**config.mk**
```make
export PLATFORM = sky130hd
export DESIGN_NAME = svd_div_cell
export DESIGN_NICKNAME = d
export VERILOG_FILES = /design/src/sv/svd_pkg.sv /design/src/sv/svd_div_cell.sv
export SDC_FILE = /design/constraint.sdc
export NUM_CORES = 1
export LEC_CHECK = 0
export BUFFER_PORTS_ARGS = -buffer_cell sky130_fd_sc_hd__buf_2
export CORE_MARGIN = 2
export CORE_UTILIZATION = 30
export DETAILED_ROUTE_END_ITERATION = 10
export GPL_TIMING_DRIVEN = 0
export PLACE_DENSITY = 0.59
export SYNTH_ARGS = -nofsm -noshare
export SYNTH_HDL_FRONTEND = slang
export SYNTH_SLANG_ARGS = --single-unit
```
**constraint.sdc**
```tcl
create_clock -name clk -period 2.4 [get_ports clk]
set_input_delay 0.48 -clock clk [delete_from_list [all_inputs] [get_ports clk]]
set_output_delay 0.48 -clock clk [all_outputs]
set_load 0.01 [all_outputs]
```
**src/sv/svd_pkg.sv**
```systemverilog
// ----------------------------------------------------------------------------
// svd_pkg
// Types and constants shared by the left singular vector recovery block:
// item and result payloads, register indexes and the divider cell word.
// ----------------------------------------------------------------------------
package svd_pkg;

	// item kinds
	localparam logic [1:0] KIND_LOAD_A     = 2'd0;
	localparam logic [1:0] KIND_LOAD_V     = 2'd1;
	localparam logic [1:0] KIND_LOAD_SIGMA = 2'd2;
	localparam logic [1:0] KIND_COMPUTE    = 2'd3;

	// configuration register indexes
	localparam logic [1:0] REG_ROWS_IN_USE = 2'd0;
	localparam logic [1:0] REG_COLS_IN_USE = 2'd1;
	localparam logic [1:0] REG_SIGMA_FLOOR = 2'd2;

	// magnitude of sum * 256: 35-bit magnitude shifted by 8
	localparam int DIV_W = 43;
	localparam int SUM_W = 35;
	localparam int DVS_W = 15;

	typedef struct packed {
		logic [1:0]         kind;
		logic [2:0]         row;
		logic [2:0]         col;
		logic signed [15:0] value;
	} item_t;

	typedef struct packed {
		logic [2:0]         out_row;
		logic [2:0]         out_col;
		logic signed [31:0] result_value;
		logic               last;
	} result_t;

	typedef struct packed {
		logic [2:0] row;
		logic [2:0] col;
		logic       last;
		logic       neg;
	} div_tag_t;

	typedef struct packed {
		logic             valid;
		logic [DVS_W-1:0] rem;
		logic [DIV_W-1:0] nq;
		logic [DVS_W-1:0] dvs;
		div_tag_t         tag;
	} div_cell_t;

endpackage

```
**src/sv/svd_div_cell.sv**
```systemverilog
// ----------------------------------------------------------------------------
// svd_div_cell
// One restoring division cell: produces one quotient bit and hands the
// partial remainder and shifted word to the next cell of the chain.
// ----------------------------------------------------------------------------
module svd_div_cell
	import svd_pkg::*;
(
	input  logic      clk,
	input  logic      arst_n,
	input  logic      en,
	input  div_cell_t cell_in,
	output div_cell_t cell_out
);

	logic [DVS_W:0] trial;
	logic [DVS_W:0] diff;
	logic           ge;
	div_cell_t      next_cell;

	// trial subtract of the divisor from the shifted remainder
	always_comb begin
		trial = {cell_in.rem, cell_in.nq[DIV_W-1]};
		diff  = trial - {1'b0, cell_in.dvs};
		ge    = trial >= {1'b0, cell_in.dvs};
		next_cell       = cell_in;
		next_cell.rem   = ge ? diff[DVS_W-1:0] : trial[DVS_W-1:0];
		next_cell.nq    = {cell_in.nq[DIV_W-2:0], ge};
	end

	// hand off to the neighbor
	always_ff @(posedge clk or negedge arst_n) begin
		if (!arst_n) begin
			cell_out <= '0;
		end else if (en) begin
			cell_out <= next_cell;
		end
	end

endmodule

```
Word-level counts from Yosys, hierarchy flattened --
Index checks and enable logic that the tools add are counted.
Word-level totals: output and inout bits 82, logic and storage cells 11, input port bits 85, register bits after elaboration 82
Operators by class: $lt $le $gt $ge 1, add/sub/neg operators 1, multiplexer cells 1
Operators by type and width (count):
- 16-bit by 15-bit greater-or-equal comparator with 1-bit output | 1
- 15-bit 2-to-1 mux | 1
- 15-bit subtractor | 1

Depth between registers and ports, before layout --
depth in word-level cells 2, gate-level depth with buffers 10, gate-level depth less buffers 9

Worst setup path before layout --
No wires, ideal clock.
path type input-to-reg, start input cell_in[65] (netlist bit), end register cell_out[77] (netlist bit), data required time 2.335 ns, buffers on the path 0, data arrival time 2.515 ns, cell stages on the path 9, setup slack -0.180 ns, library setup time 0.065 ns, cell sequence inv_1 ha_1 fa_1 nand2b_2 a21o_2 a2111oi_4 o31ai_2 a2111oi_4 o22a_1
On the way: longest elaborated chain between the ends 2, elaborated cells between the ends (all ways) 3, classes of those cells add/sub (1); order compare (1); mux (1)
Ends and longest elaborated chain:
- start: declaration | RTL line svd_div_cell.sv:12 | input div_cell_t cell_in,
- 15-bit subtractor / 16-bit by 15-bit greater-or-equal comparator with 1-bit output (equally long branches) | RTL line svd_div_cell.sv:24, svd_div_cell.sv:25
- 15-bit 2-to-1 mux * | RTL line svd_div_cell.sv:27 | next_cell.rem = ge ? diff[DVS_W-1:0] : trial[DVS_W-1:0];
- end signal: assignment | RTL line svd_div_cell.sv:36 | cell_out <= next_cell;
- end: declaration | RTL line svd_div_cell.sv:13 | output div_cell_t cell_out
Mark *: on every way between the ends. The rest lies on a longest branch, timed or not. A chain may end at the register's enable or synchronous reset.

Worst setup path after layout --
Ends and elaborated chain as after synthesis.

==> results.yml <==
finish:
  reg_top3: "cell_out (82)"
  final_common_cell: "buf_2"
  multi_input_area_um2: 1960
  fillCellCount: 1316
  area_delta_synth_final_pct: 36.8
  largest_reg_flops: 82
  final_cell_mix: "165 x buf_2, 82 x dfrtp_1, 66 x mux2_2, 20 x inv_1, 18 x nor2_1"
  diodes: 0
  final-seq-area_um2: 2050
  finalNonFillerCells: 716
  regMostFlops: "cell_out"
  layout-drive-gt1-share: 0.504
  finish.utilization: 0.422
  nets: 638
floorplan:
  core_um2: 13300
  die_area_um2: 14700
  num_rows: 42
  pin_count: 167
  die_h_um: 121
  initial_utilization: 0.309
  fp.dieW_um: 121
synth:
  synth-edff-count: 0
  syn_nets: 455
  synthMuxAreaShare: 0.180
  netlist_area_um2: 4120
  synth-seq-cells: 82
  ys.flop_type: "dfrtp_1"
  yosysSeqAreaShare: 0.498
  synth_top_area_frac: 0.498
  avgSynthCellArea_um2: 11.6
  synth_largest_area_cell: "dfrtp_1"
  synth-xor-area-share: 0.0149
  synth_compound_area_frac: 0.138
  synth_cell_type_count: 50
  yosysWarnings: 0
  async_flop_share: 1.00
  syn-instance-count: 354
  yosys.area_share.simple: 0.0795
  synth.area.top_cells: "dfrtp_1 50%, mux2_2 18%, ha_1 4.6%"
  synth_top_family_by_area: "multiplexers"
  synthAdderAreaFrac: 0.0504
clock_tree:
  ctsHoldBuffers: 0
  cts_tree: "built"
  cts.sinks: 82
  clockBufferDepth: 2
  h-tree-depth: 3
  clock_latency_ps: 340
  cts.clk_slew.worst_paths_ps: 60
  cts_buffers: 9
  cts_root_buf: "clkbuf_16"
grt:
  gr-total-overflow: 0
  antenna_found_initial: 0
  grt_pass1_wl_um: 17500
  grt_usage: 0.155
  first_global_vias: 3479
  grt_max_degree: 45
worst_setup_path:
  cp_top_family: "compound AO/OA/AOI/OAI gates"
  cp-start-kind: "input pin"
  crit_required_ps: 2680
  path_cells: "buf_8 > inv_12 > ha_4 > fa_2 > nand2b_4 > a21o_4 > a2111oi_4 > buf_4 > o31ai_4 > a2111oi_4 > o22a_1"
  worstPathArrival_ps: 2670
  cp-end-kind: "flip-flop"
  crit_buf_inv: 3
  crit_path_max_fanout: 6
  cpMostUsedCell: "a2111oi_4"
  worstSetupPathType: "in -> reg"
  critical_path.max_stage_delay_ps: 370
  worst_path_max_delay_cell: "a2111oi_4"
flow_run:
  cap_violations: 0
routing:
  num_vias: 3464
  drtIter0Drc: 100
  wl_um: 11200
  avgViaCountPerCell: 4.84
  dr.pass1.iters: 4
  wire_per_inst_um: 15.6
  ant_nets: 0
  remaining_drc_errors: 0
power:
  p_per_area_nw_per_um2: 706
  power.leakage_uw: 0.00263
  peakVddDrop_uv: 460
sta:
  fin_skew_ps: 0
  finalCritPeriodShare: 0.997
  rsz0062_at_grt: "true"
  fin_crit_ps: 2390
  hold_viol: 0
  setup_viol: 0
  slew_violations: 0
  maxSlewHeadroom: 0.486
  clock.fmax_mhz: 418
  worstMarginPinSlew_ps: 771
placed_design:
  port-buffer-count: 165
  gp_congestion: 0.862
  dpl.cell_count: 696
  dp_hpwl_um: 8600
hold_path:
  hp-class: "in -> async"
status:
  outcome: "complete, no violations"
per-layer routing:
metal / part of all wire / up-vias / GRT usage
li1: - / 1662 / -
met1: 0.41 / 1672 / 0.192
met2: 0.50 / 120 / 0.251
met3: 0.078 / 10 / 0.0484
met4: 0.017 / 0 / 0.0618
met5: 0 / - / 0
repair_timing:
item | CTS | global route
setup endpoints to repair | 15 | 15
setup buffers | 2 | 3
gates resized for setup | 4 | 8
pin swaps | 4 | 8
gates cloned | 1 | 0
area by class of cell:
type | instances | share of cell area
flip-flops and latches | 82 | 0.364
plain buffers | 19 | 0.0160
clock buffers | 9 | 0.0399
well taps | 176 | 0.0391
inverters | 21 | 0.0162
repair buffers | 172 | 0.162
multi-input cells | 232 | 0.348
clock inverters | 5 | 0.0144
logic make-up after synthesis:
kind of cell / Yosys count
AO/OA/AOI/OAI: 78
XOR/XNOR: 7
adder cells (fa/ha/maj): 16
buffers and inverters: 40
flip-flops: 82
multiplexers: 66
AND/OR/NAND/NOR: 65
worst register-to-register path: cells and delay by family, from the launching register on:
kind	cells	cell delay, ps
AO/OA/AOI/OAI	2	280
flip-flops	1	400
AND/OR/NAND/NOR	1	130
metrics by stage:
step / hold slack (ps) / instance area [um^2] / setup WS, ps / setup TNS (ps) / total power [uW]
detailed placement: 482 / 5250 / -516 / -7290 / 2540
CTS: 137 / 5580 / 1.82 / 0 / 4030
global placement: 483 / 5220 / -529 / -7000 / 2520
global route: 163 / 5640 / -81.4 / -81.4 / 4210
finish: 125 / 5640 / 8.08 / 0 / 3980
floorplan: 184 / 4170 / -118 / -999 / 2150
worst paths after layout:
check | start | slack, ps | endpoint | cells past startpoint
worst max-delay path | cell_in[65] | 8 | cell_out[77] | 11
worst min-delay path | arst_n | 130 | cell_out[73] | 1
worst max register to register | cell_out[72] | 1460 | cell_out[72] | 3
worst min register to register | cell_out[65] | 500 | cell_out[65] | 1
max in group asynchronous | arst_n | 1690 | cell_out[34] | 2
min in group clk | cell_in[56] | 370 | cell_out[57] | 2
cell usage after synthesis, types with 2 or more instances:
library cell and n:
or2_2 2, a211o_1 2, o21a_1 2, and3_1 2
a21oi_1 14, xnor2_1 5, ha_1 15, a2111oi_0 2
nand2_1 9, o221ai_1 2, mux2_2 66, buf_2 2
a211oi_1 2, inv_1 21, a41oi_1 2, xor2_1 2
a21o_1 3, buf_4 2, nor2b_1 3, a2111oi_4 2
dfrtp_1 82, nand3_1 13, nor3_1 7, o21ai_0 9
nand4_1 3, o31ai_1 6, clkbuf_1 15, o31a_1 2
nor2_1 18, a31oi_1 10, o22a_1 3, o21ai_1 7
o211ai_1 2
report_power, final:
part / switching, uW / internal (uW) / total (uW)
Sequential: 77.6 / 1540 / 1620
Combinational: 478 / 428 / 906
Clock: 554 / 899 / 1450
Total: 1110 / 2870 / 3980
No activity file was read; power rests on OpenSTA's default activity.
